### src/hdl/cpd_pkg.sv
// ----------------------------------------------------------------------------
// Checksummed packet deframer package
// Shared types and constants: transaction payloads, register map, state codes.
// ----------------------------------------------------------------------------
package cpd_pkg;

  typedef struct packed {
    logic       action;
    logic [7:0] rx_byte;
  } in_item_t;

  typedef struct packed {
    logic [7:0] device_type;
    logic [7:0] command;
    logic [5:0] payload_length;
    logic [4:0] byte_index;
    logic [7:0] payload_byte;
    logic       captured;
    logic       last;
  } out_item_t;

  typedef struct packed {
    logic [7:0] header_first;
    logic [7:0] header_second;
    logic [7:0] match_type;
    logic [7:0] match_command;
  } cfg_regs_t;

  // Packet header details handed from the parser to the emitter.
  typedef struct packed {
    logic [7:0] device_type;
    logic [7:0] command;
    logic       captured;
  } pkt_info_t;

  typedef enum logic [1:0] {
    REG_HEADER_FIRST  = 2'd0,
    REG_HEADER_SECOND = 2'd1,
    REG_MATCH_TYPE    = 2'd2,
    REG_MATCH_COMMAND = 2'd3
  } reg_idx_t;

  localparam int unsigned CFG_ADDR_W = 4;

  localparam logic [7:0] HEADER_FIRST_RST  = 8'hAA;
  localparam logic [7:0] HEADER_SECOND_RST = 8'h55;
  localparam logic [7:0] MATCH_TYPE_RST    = 8'h09;
  localparam logic [7:0] MATCH_COMMAND_RST = 8'h50;

  typedef enum logic [2:0] {
    PH_HEAD1 = 3'd0,
    PH_HEAD2 = 3'd1,
    PH_TYPE  = 3'd2,
    PH_CMD   = 3'd3,
    PH_LEN   = 3'd4,
    PH_DATA  = 3'd5,
    PH_SUM   = 3'd6
  } phase_t;

  typedef enum logic [1:0] {
    EM_IDLE  = 2'd0,
    EM_FETCH = 2'd1,
    EM_SHOW  = 2'd2
  } emit_state_t;

endpackage

### src/hdl/cpd_regs.sv
// ----------------------------------------------------------------------------
// Configuration registers
// APB-style register file holding the header and match values.
// ----------------------------------------------------------------------------
module cpd_regs
  import cpd_pkg::*;
(
  input  logic                  clk,
  input  logic                  rst_n,
  input  logic                  psel,
  input  logic                  penable,
  input  logic                  pwrite,
  input  logic [CFG_ADDR_W-1:0] paddr,
  input  logic [31:0]           pwdata,
  output logic [31:0]           prdata,
  output logic                  pready,
  output cfg_regs_t             regs
);

  cfg_regs_t  regs_r;
  cfg_regs_t  regs_nxt;
  reg_idx_t   idx;
  logic       wr_en;
  logic [7:0] rd_val;

  assign idx    = reg_idx_t'(paddr[3:2]);
  assign wr_en  = psel && penable && pwrite;
  assign pready = 1'b1;
  assign regs   = regs_r;

  always_comb begin
    regs_nxt = regs_r;
    rd_val   = 8'h00;
    case (idx)
      REG_HEADER_FIRST: begin
        rd_val = regs_r.header_first;
        if (wr_en) regs_nxt.header_first = pwdata[7:0];
      end
      REG_HEADER_SECOND: begin
        rd_val = regs_r.header_second;
        if (wr_en) regs_nxt.header_second = pwdata[7:0];
      end
      REG_MATCH_TYPE: begin
        rd_val = regs_r.match_type;
        if (wr_en) regs_nxt.match_type = pwdata[7:0];
      end
      REG_MATCH_COMMAND: begin
        rd_val = regs_r.match_command;
        if (wr_en) regs_nxt.match_command = pwdata[7:0];
      end
      default: begin
        rd_val = 8'h00;
      end
    endcase
  end

  assign prdata = {24'h000000, rd_val};

  always_ff @(posedge clk) begin
    if (!rst_n) begin
      regs_r.header_first  <= HEADER_FIRST_RST;
      regs_r.header_second <= HEADER_SECOND_RST;
      regs_r.match_type    <= MATCH_TYPE_RST;
      regs_r.match_command <= MATCH_COMMAND_RST;
    end else begin
      regs_r <= regs_nxt;
    end
  end

endmodule

### src/hdl/cpd_store.sv
// ----------------------------------------------------------------------------
// Payload store
// Single-port-write, single-port-read memory with a registered read.
// ----------------------------------------------------------------------------
module cpd_store #(
  parameter int unsigned DEPTH = 32,
  parameter int unsigned AW    = 5
) (
  input  logic          clk,
  input  logic          wr_en,
  input  logic [AW-1:0] wr_addr,
  input  logic [7:0]    wr_data,
  input  logic          rd_en,
  input  logic [AW-1:0] rd_addr,
  output logic [7:0]    rd_data
);

  logic [7:0] mem [DEPTH];
  logic [7:0] rd_data_r;

  always_ff @(posedge clk) begin
    if (wr_en) begin
      mem[wr_addr] <= wr_data;
    end
  end

  always_ff @(posedge clk) begin
    if (rd_en) begin
      rd_data_r <= mem[rd_addr];
    end
  end

  assign rd_data = rd_data_r;

endmodule

### src/hdl/cpd_parse.sv
// ----------------------------------------------------------------------------
// Frame parser
// Tracks sync, header and payload bytes, checks the sum and holds the armed flag.
// ----------------------------------------------------------------------------
module cpd_parse
  import cpd_pkg::*;
#(
  parameter int unsigned MAX_PAYLOAD = 32,
  parameter int unsigned AW          = 5,
  parameter int unsigned LEN_W       = 6
) (
  input  logic             clk,
  input  logic             rst_n,
  input  logic             accept,
  input  in_item_t         item,
  input  cfg_regs_t        regs,
  output logic             wr_en,
  output logic [AW-1:0]    wr_addr,
  output logic [7:0]       wr_data,
  output logic             start,
  output pkt_info_t        info,
  output logic [LEN_W-1:0] len
);

  localparam logic [7:0] MAX_B = 8'(MAX_PAYLOAD);

  phase_t           phase_r,  phase_nxt;
  logic [7:0]       sum_r,    sum_nxt;
  logic [7:0]       type_r,   type_nxt;
  logic [7:0]       cmd_r,    cmd_nxt;
  logic [LEN_W-1:0] len_r,    len_nxt;
  logic [LEN_W-1:0] fill_r,   fill_nxt;
  logic             armed_r,  armed_nxt;
  logic [7:0]       b;
  logic [7:0]       sum_add;
  logic [LEN_W-1:0] fill_inc;
  logic             cap;

  assign b        = item.rx_byte;
  assign sum_add  = sum_r + b;
  assign fill_inc = fill_r + LEN_W'(1);
  assign cap      = armed_r && (type_r == regs.match_type) && (cmd_r == regs.match_command);

  assign wr_addr = fill_r[AW-1:0];
  assign wr_data = b;
  assign len     = len_r;
  assign info    = '{device_type: type_r, command: cmd_r, captured: cap};

  always_comb begin
    phase_nxt = phase_r;
    sum_nxt   = sum_r;
    type_nxt  = type_r;
    cmd_nxt   = cmd_r;
    len_nxt   = len_r;
    fill_nxt  = fill_r;
    armed_nxt = armed_r;
    wr_en     = 1'b0;
    start     = 1'b0;
    if (accept && item.action) begin
      armed_nxt = 1'b1;
    end else if (accept) begin
      case (phase_r)
        PH_HEAD2: begin
          if (b == regs.header_second) phase_nxt = PH_TYPE;
          else if (b != regs.header_first) phase_nxt = PH_HEAD1;
        end
        PH_TYPE: begin
          sum_nxt   = b;
          type_nxt  = b;
          phase_nxt = PH_CMD;
        end
        PH_CMD: begin
          sum_nxt   = sum_add;
          cmd_nxt   = b;
          phase_nxt = PH_LEN;
        end
        PH_LEN: begin
          sum_nxt  = sum_add;
          len_nxt  = b[LEN_W-1:0];
          fill_nxt = '0;
          if (b > MAX_B) phase_nxt = PH_HEAD1;
          else if (b == 8'h00) phase_nxt = PH_SUM;
          else phase_nxt = PH_DATA;
        end
        PH_DATA: begin
          sum_nxt  = sum_add;
          wr_en    = 1'b1;
          fill_nxt = fill_inc;
          if (fill_inc >= len_r) phase_nxt = PH_SUM;
        end
        PH_SUM: begin
          if (~sum_r == b) begin
            start = 1'b1;
            if (cap) armed_nxt = 1'b0;
          end
          phase_nxt = PH_HEAD1;
        end
        default: begin
          if (b == regs.header_first) phase_nxt = PH_HEAD2;
          else phase_nxt = PH_HEAD1;
        end
      endcase
    end
  end

  always_ff @(posedge clk) begin
    if (!rst_n) begin
      phase_r <= PH_HEAD1;
      sum_r   <= '0;
      type_r  <= '0;
      cmd_r   <= '0;
      len_r   <= '0;
      fill_r  <= '0;
      armed_r <= 1'b1;
    end else begin
      phase_r <= phase_nxt;
      sum_r   <= sum_nxt;
      type_r  <= type_nxt;
      cmd_r   <= cmd_nxt;
      len_r   <= len_nxt;
      fill_r  <= fill_nxt;
      armed_r <= armed_nxt;
    end
  end

endmodule

### src/hdl/cpd_emit.sv
// ----------------------------------------------------------------------------
// Result emitter
// Reads a checked packet from the store, one result per cycle unless stalled.
// ----------------------------------------------------------------------------
module cpd_emit
  import cpd_pkg::*;
#(
  parameter int unsigned AW    = 5,
  parameter int unsigned LEN_W = 6
) (
  input  logic             clk,
  input  logic             rst_n,
  input  logic             start,
  input  pkt_info_t        info,
  input  logic [LEN_W-1:0] len,
  output logic             rd_en,
  output logic [AW-1:0]    rd_addr,
  input  logic [7:0]       rd_data,
  output logic             busy,
  output logic             out_valid,
  input  logic             out_stall,
  output out_item_t        out_data
);

  emit_state_t      state_r, state_nxt;
  pkt_info_t        info_r,  info_nxt;
  logic [LEN_W-1:0] len_r,   len_nxt;
  logic [AW-1:0]    idx_r,   idx_nxt;
  logic             zero_r,  zero_nxt;
  logic [LEN_W-1:0] idx_inc;
  logic             is_last;
  logic [7:0]       len8;
  logic [7:0]       idx8;

  assign idx_inc = LEN_W'(idx_r) + LEN_W'(1);
  assign is_last = zero_r || (idx_inc == len_r);
  assign len8    = 8'(len_r);
  assign idx8    = 8'(idx_r);
  assign busy    = (state_r != EM_IDLE);

  always_comb begin
    state_nxt = state_r;
    info_nxt  = info_r;
    len_nxt   = len_r;
    idx_nxt   = idx_r;
    zero_nxt  = zero_r;
    rd_en     = 1'b0;
    rd_addr   = idx_r;
    out_valid = 1'b0;
    case (state_r)
      EM_IDLE: begin
        if (start) begin
          info_nxt  = info;
          len_nxt   = len;
          idx_nxt   = '0;
          zero_nxt  = (len == '0);
          state_nxt = (len == '0) ? EM_SHOW : EM_FETCH;
        end
      end
      EM_FETCH: begin
        rd_en     = 1'b1;
        state_nxt = EM_SHOW;
      end
      EM_SHOW: begin
        out_valid = 1'b1;
        if (!out_stall) begin
          if (is_last) begin
            state_nxt = EM_IDLE;
          end else begin
            rd_en   = 1'b1;
            rd_addr = idx_inc[AW-1:0];
            idx_nxt = idx_inc[AW-1:0];
          end
        end
      end
      default: begin
        state_nxt = EM_IDLE;
      end
    endcase
  end

  always_comb begin
    out_data.device_type    = info_r.device_type;
    out_data.command        = info_r.command;
    out_data.payload_length = len8[5:0];
    out_data.byte_index     = idx8[4:0];
    out_data.payload_byte   = zero_r ? 8'h00 : rd_data;
    out_data.captured       = info_r.captured;
    out_data.last           = is_last;
  end

  always_ff @(posedge clk) begin
    if (!rst_n) begin
      state_r <= EM_IDLE;
    end else begin
      state_r <= state_nxt;
    end
  end

  always_ff @(posedge clk) begin
    info_r <= info_nxt;
    len_r  <= len_nxt;
    idx_r  <= idx_nxt;
    zero_r <= zero_nxt;
  end

endmodule

### src/hdl/checksummed_packet_deframer_top.sv
// ----------------------------------------------------------------------------
// Checksummed packet deframer
// Finds framed packets in a received byte stream and emits their payloads.
// ----------------------------------------------------------------------------
// Each input transaction carries either a received byte or a re-arm request.
// Bytes are framed as two sync bytes, type, command, length, payload and an
// inverted-sum checksum. A packet that passes the check is delivered on the
// output channel as one transaction per payload byte, or one transaction when
// the length is zero; failed packets are discarded with no output.
// Input bytes are taken one per cycle while no packet is being delivered.
// After the checksum byte the emitter fetches the first payload byte and
// shows it (zero-length packets skip the fetch), then one result per cycle,
// limited by the store's single read port. The input channel is stalled from
// the cycle after the checksum byte until the last result has been taken.
// A stall on the output channel holds the current result unchanged.
// Reset returns the parser to hunting for the first sync byte, sets the
// capture flag armed and loads the register defaults; no clearing pass runs.
// The configuration port is an APB-style slave with four byte registers.
// ----------------------------------------------------------------------------
module checksummed_packet_deframer_top
  import cpd_pkg::*;
#(
  parameter int unsigned MAX_PAYLOAD = 32
) (
  input  logic                  clk,
  input  logic                  rst_n,
  input  logic                  in_valid,
  output logic                  in_stall,
  input  in_item_t              in_data,
  output logic                  out_valid,
  input  logic                  out_stall,
  output out_item_t             out_data,
  input  logic                  cfg_psel,
  input  logic                  cfg_penable,
  input  logic                  cfg_pwrite,
  input  logic [CFG_ADDR_W-1:0] cfg_paddr,
  input  logic [31:0]           cfg_pwdata,
  output logic [31:0]           cfg_prdata,
  output logic                  cfg_pready
);

  localparam int unsigned AW    = (MAX_PAYLOAD > 1) ? $clog2(MAX_PAYLOAD) : 1;
  localparam int unsigned LEN_W = $clog2(MAX_PAYLOAD + 1);

  cfg_regs_t        regs;
  logic             accept;
  logic             busy;
  logic             wr_en;
  logic [AW-1:0]    wr_addr;
  logic [7:0]       wr_data;
  logic             rd_en;
  logic [AW-1:0]    rd_addr;
  logic [7:0]       rd_data;
  logic             start;
  pkt_info_t        info;
  logic [LEN_W-1:0] len;

  assign in_stall = busy;
  assign accept   = in_valid && !busy;

  cpd_regs u_regs (
    .clk     (clk),
    .rst_n   (rst_n),
    .psel    (cfg_psel),
    .penable (cfg_penable),
    .pwrite  (cfg_pwrite),
    .paddr   (cfg_paddr),
    .pwdata  (cfg_pwdata),
    .prdata  (cfg_prdata),
    .pready  (cfg_pready),
    .regs    (regs)
  );

  cpd_store #(
    .DEPTH (MAX_PAYLOAD),
    .AW    (AW)
  ) u_store (
    .clk     (clk),
    .wr_en   (wr_en),
    .wr_addr (wr_addr),
    .wr_data (wr_data),
    .rd_en   (rd_en),
    .rd_addr (rd_addr),
    .rd_data (rd_data)
  );

  cpd_parse #(
    .MAX_PAYLOAD (MAX_PAYLOAD),
    .AW          (AW),
    .LEN_W       (LEN_W)
  ) u_parse (
    .clk     (clk),
    .rst_n   (rst_n),
    .accept  (accept),
    .item    (in_data),
    .regs    (regs),
    .wr_en   (wr_en),
    .wr_addr (wr_addr),
    .wr_data (wr_data),
    .start   (start),
    .info    (info),
    .len     (len)
  );

  cpd_emit #(
    .AW    (AW),
    .LEN_W (LEN_W)
  ) u_emit (
    .clk       (clk),
    .rst_n     (rst_n),
    .start     (start),
    .info      (info),
    .len       (len),
    .rd_en     (rd_en),
    .rd_addr   (rd_addr),
    .rd_data   (rd_data),
    .busy      (busy),
    .out_valid (out_valid),
    .out_stall (out_stall),
    .out_data  (out_data)
  );

endmodule

### config.mk
export PLATFORM = sky130hd
export DESIGN_NAME = checksummed_packet_deframer_top
export DESIGN_NICKNAME = d
export VERILOG_FILES = /design/src/hdl/cpd_pkg.sv /design/src/hdl/cpd_regs.sv /design/src/hdl/cpd_store.sv /design/src/hdl/cpd_parse.sv /design/src/hdl/cpd_emit.sv /design/src/hdl/checksummed_packet_deframer_top.sv
export SDC_FILE = /design/constraint.sdc
export NUM_CORES = 1
export LEC_CHECK = 0
export BUFFER_PORTS_ARGS = -buffer_cell sky130_fd_sc_hd__buf_2
export CAP_MARGIN = 20
export CELL_PAD_IN_SITES_DETAIL_PLACEMENT = 1
export CELL_PAD_IN_SITES_GLOBAL_PLACEMENT = 2
export CORE_AREA = 2 2 223 225
export CTS_CLUSTER_DIAMETER = 60
export DETAILED_ROUTE_END_ITERATION = 10
export DIE_AREA = 0 0 225 227
export HOLD_SLACK_MARGIN = 0.15
export PLACE_DENSITY = 0.79
export SYNTH_ARGS = -nofsm -noshare
export SYNTH_HDL_FRONTEND = slang
export SYNTH_SLANG_ARGS = --single-unit
### constraint.sdc
create_clock -name clk -period 3.3 [get_ports clk]
set_input_delay 0.66 -clock clk [delete_from_list [all_inputs] [get_ports clk]]
set_output_delay 0.66 -clock clk [all_outputs]
set_load 0.03 [all_outputs]
==> impl_metrics.yaml <==
critical_path:
  crit_start: "u_emit.idx_r[0]"
  cp_max_fo: 8
  cp_cell_sequence: "ha_4 -> nor3b_1 -> o21ai_1 -> o311ai_4 -> buf_4 -> a311o_2 -> a2bb2oi_4 -> buf_12 -> buf_12 -> buf_4 -> o22ai_1 -> nor4_1 -> nor3_1 -> a211oi_2"
  cp_data_required_time_ns: 3.59
  slowest_stage: "edfxtp_1"
  worstSetupPathType: "flop to flop"
  slowest_delay_ns: 0.49
  start_kind: "flop"
  crit-reg2reg-launch: "u_emit.idx_r[0]"
  cp-end-kind: "flop"
  arrival_ns: 3.72
timing:
  period_minus_slack_ns: 3.43
  worst_slew_pin_slew_ns: 0.690
  finalCritPeriodShare_pct: 104
  fin_skew_ns: 0.0162
  timing.max_slew.rel_slack_pct: 53.9
  maxSlewViolCount: 0
  final_hold_viol_count: 0
  fin_ws_ns: -0.131
  fmax_mhz: 291
  setup_violations: 9
  rsz0062_at_grt: "true"
drt:
  totalWireLength_um: 56900
  ant_nets: 0
  drtIter0Drc: 1030
  drc_errors: 0
  num_vias: 13000
  drtPass1Iterations: 6
  wl_per_cell_um: 24.4
  viasPerCell: 5.59
place:
  io_buffers: 72
  gp_congestion: 0.837
  dp_hpwl_um: 38100
  post_dp_cell_area_mm2: 0.0204
clock_tree:
  cts.sinks: 367
  clock_path_buffers: 3
  cts.clk_slew.worst_paths_ns: 0.06
  clock_latency_ns: 0.56
  cts-htree-levels: 2
  hold_buffers: 0
  cts-root-buf: "clkbuf_16"
  cts_tree: "yes"
  cts_inserted_buffers: 42
logic_synthesis:
  synth.most_common_cell: "edfxtp_1"
  yosys_warnings: 0
  netlist_area_mm2: 0.0183
  ys_seq_area_share_pct: 56.0
  synthArstFlopShare_pct: 0
  ys_ff_latch: 367
  synth.avg_cell_area_um2: 12.5
  synthTopCellsByCount: "293 x edfxtp_1, 226 x mux2i_1, 135 x nand2_1, 91 x nor2_1, 74 x dfxtp_1"
  yosys-top-cells-area: "edfxtp_1 48%, mux2i_1 12%, dfxtp_1 8.1%, mux4_2 4.3%, nand2_1 2.8%"
  postSynthCellCount: 1468
  yosysUniqueCellTypes: 76
  synth_flop_cell: "edfxtp_1"
  synth_edf_count: 293
  yosys.area.top_type: "edfxtp_1"
  synth_top_area_share_pct: 48.0
worst_hold_path:
  hp-class: "input port to flop"
  min_from: "cfg_pwdata[0]"
global_routing:
  grt_pass1_vias: 13600
  antenna_found_initial: 4
  globalRouteOverflowTotal: 0
  grt_max_degree: 74
  track_usage_pct: 22.2
  grt_pass1_wl_um: 84200
die:
  die_w_um: 225
  io_pins: 124
  start_util_pct: 37.8
  die_area_mm2: 0.0511
  die_h_um: 227
  coreArea_mm2: 0.0485
  std_cell_rows: 81
layout:
  fin_nets: 1754
  area_growth_syn_to_layout_pct: 21.7
  drive_gt1_share_pct: 24.9
  diodes: 0
  postLayoutCellArea_mm2: 0.0223
pwr:
  p_leak_nw: 8.47
  ir_drop_mv: 0.358
  p_per_area_mw_per_mm2: 443
  p_total_w: 0.00988
flow_run:
  cap_violations: 0
status:
  status: "finished, violations left"
  violations: "negative setup slack"
-- path summary, 6_finish.rpt --
| kind | depth (start not counted) | slack, ns | to |
|---|---|---|---|
| worst min register to register | 0 | 0.45 | u_emit.len_r[3] |
| worst max-delay path | 14 | -0.13 | u_store.rd_data[6] |
| worst max register to register | 14 | -0.13 | u_store.rd_data[6] |
| worst min-delay path | 3 | 0.37 | u_regs.regs[16] |
-- cell type report --
| class | count | area [um2] |
|---|---|---|
| well taps | 622 | 778 |
| flip-flops and latches | 367 | 10300 |
| clock buffers | 52 | 1110 |
| inverters | 21 | 78.8 |
| fillers | 4967 | 26200 |
| repair buffers | 257 | 2000 |
| multi-input cells | 991 | 7910 |
| clock inverters | 22 | 166 |
-- cell usage in the layout, fill, tap and decap left out, types with 10 or more instances in the layout --
| cell type | count |
|---|---|
| ha_1 | 20 |
| o22ai_1 | 26 |
| dfxtp_1 | 74 |
| buf_4 | 163 |
| buf_12 | 14 |
| clkinv_1 | 10 |
| nand2_1 | 133 |
| nor2_1 | 88 |
| nand3_1 | 43 |
| edfxtp_1 | 293 |
| mux4_2 | 35 |
| clkbuf_16 | 43 |
| o21ai_0 | 24 |
| nor4_1 | 19 |
| a21boi_0 | 10 |
| xnor2_1 | 27 |
| nor2b_1 | 61 |
| a21oi_1 | 38 |
| buf_2 | 71 |
| inv_1 | 19 |
| conb_1 | 25 |
| mux2i_1 | 225 |
| xor2_1 | 22 |
| nor3_1 | 13 |
-- stage by stage --
step | TNS [ns] | hold slack, ns | utilization (%) | worst slack [ns] | cells
after global routing | -1.59 | 0.382 | 46.0 | -0.220 | 2332
after floorplan | -0.0861 | 0.429 | - | -0.0259 | 1491
final | -0.707 | 0.366 | 46.0 | -0.131 | 2332
after detailed placement | -1.27 | 0.445 | 42.0 | -0.201 | 2237
after global placement | -0.509 | 0.439 | 42.0 | -0.0953 | 2237
after CTS | -0.190 | 0.340 | 45.4 | -0.0518 | 2328
-- cell families after synthesis --
logic type                 share of synthesized area, %
and+or+nand+nor                                    11.4
DFF                                                56.0
muxes                                              16.8
AOI/OAI and AO/OA                                  8.01
buffers and inverters                              3.57
xor gates and xnor gates                           2.62
adders and majority gates                          1.54
other                                            0.0409
-- sequential cells by signal (all words and copies together), names as in the netlist --
register	flops
u_parse.phase_r	3
u_emit.idx_r	5
u_emit.len_r	6
u_store.mem	256
u_emit.state_r	2
u_parse.armed_r	1
u_parse.len	6
u_store.rd_data	8
u_parse.fill_r	6
u_emit.out_data	17
u_parse.sum_r	8
u_parse.type_r	8
u_parse.cmd_r	8
u_regs.regs	32
u_emit.zero_r	1
-- power by group --
part / internal [W] / switching (W) / total, W
clock network: 0.00254 / 0.00185 / 0.00439
logic: 0.000162 / 0.000324 / 0.000486
registers: 0.00500 / 0.0000146 / 0.00501
-- per-layer routing --
metal / wire length, um / share of wire [%] / vias to the layer above / global-route usage [%]
li1: - / - / 5896 / -
met1: 24000 / 42 / 6622 / 29.1
met3: 3630 / 6.4 / 112 / 3.98
met2: 26900 / 47 / 415 / 36.4
met4: 2300 / 4.0 / 0 / 9.63
met5: 0 / 0 / - / 0
-- critical path: cells and delay by family, from the launching register on --
family	cells	cell delay (ns)
compound gates	6	1.21
fa+ha+maj	1	0.23
buf+inv	4	0.61
flops	1	0.49
simple gates	3	0.62
-- what timing repair did --
item | CTS | global route
setup buffers | 16 | 6
endpoints found under the setup margin | 9 | 11
cloned | 1 | 0
endpoints found under the hold margin | 0 | 0
pin swaps | 13 | 12
resized for setup | 38 | 43
(Power assumes the default switching activity.)
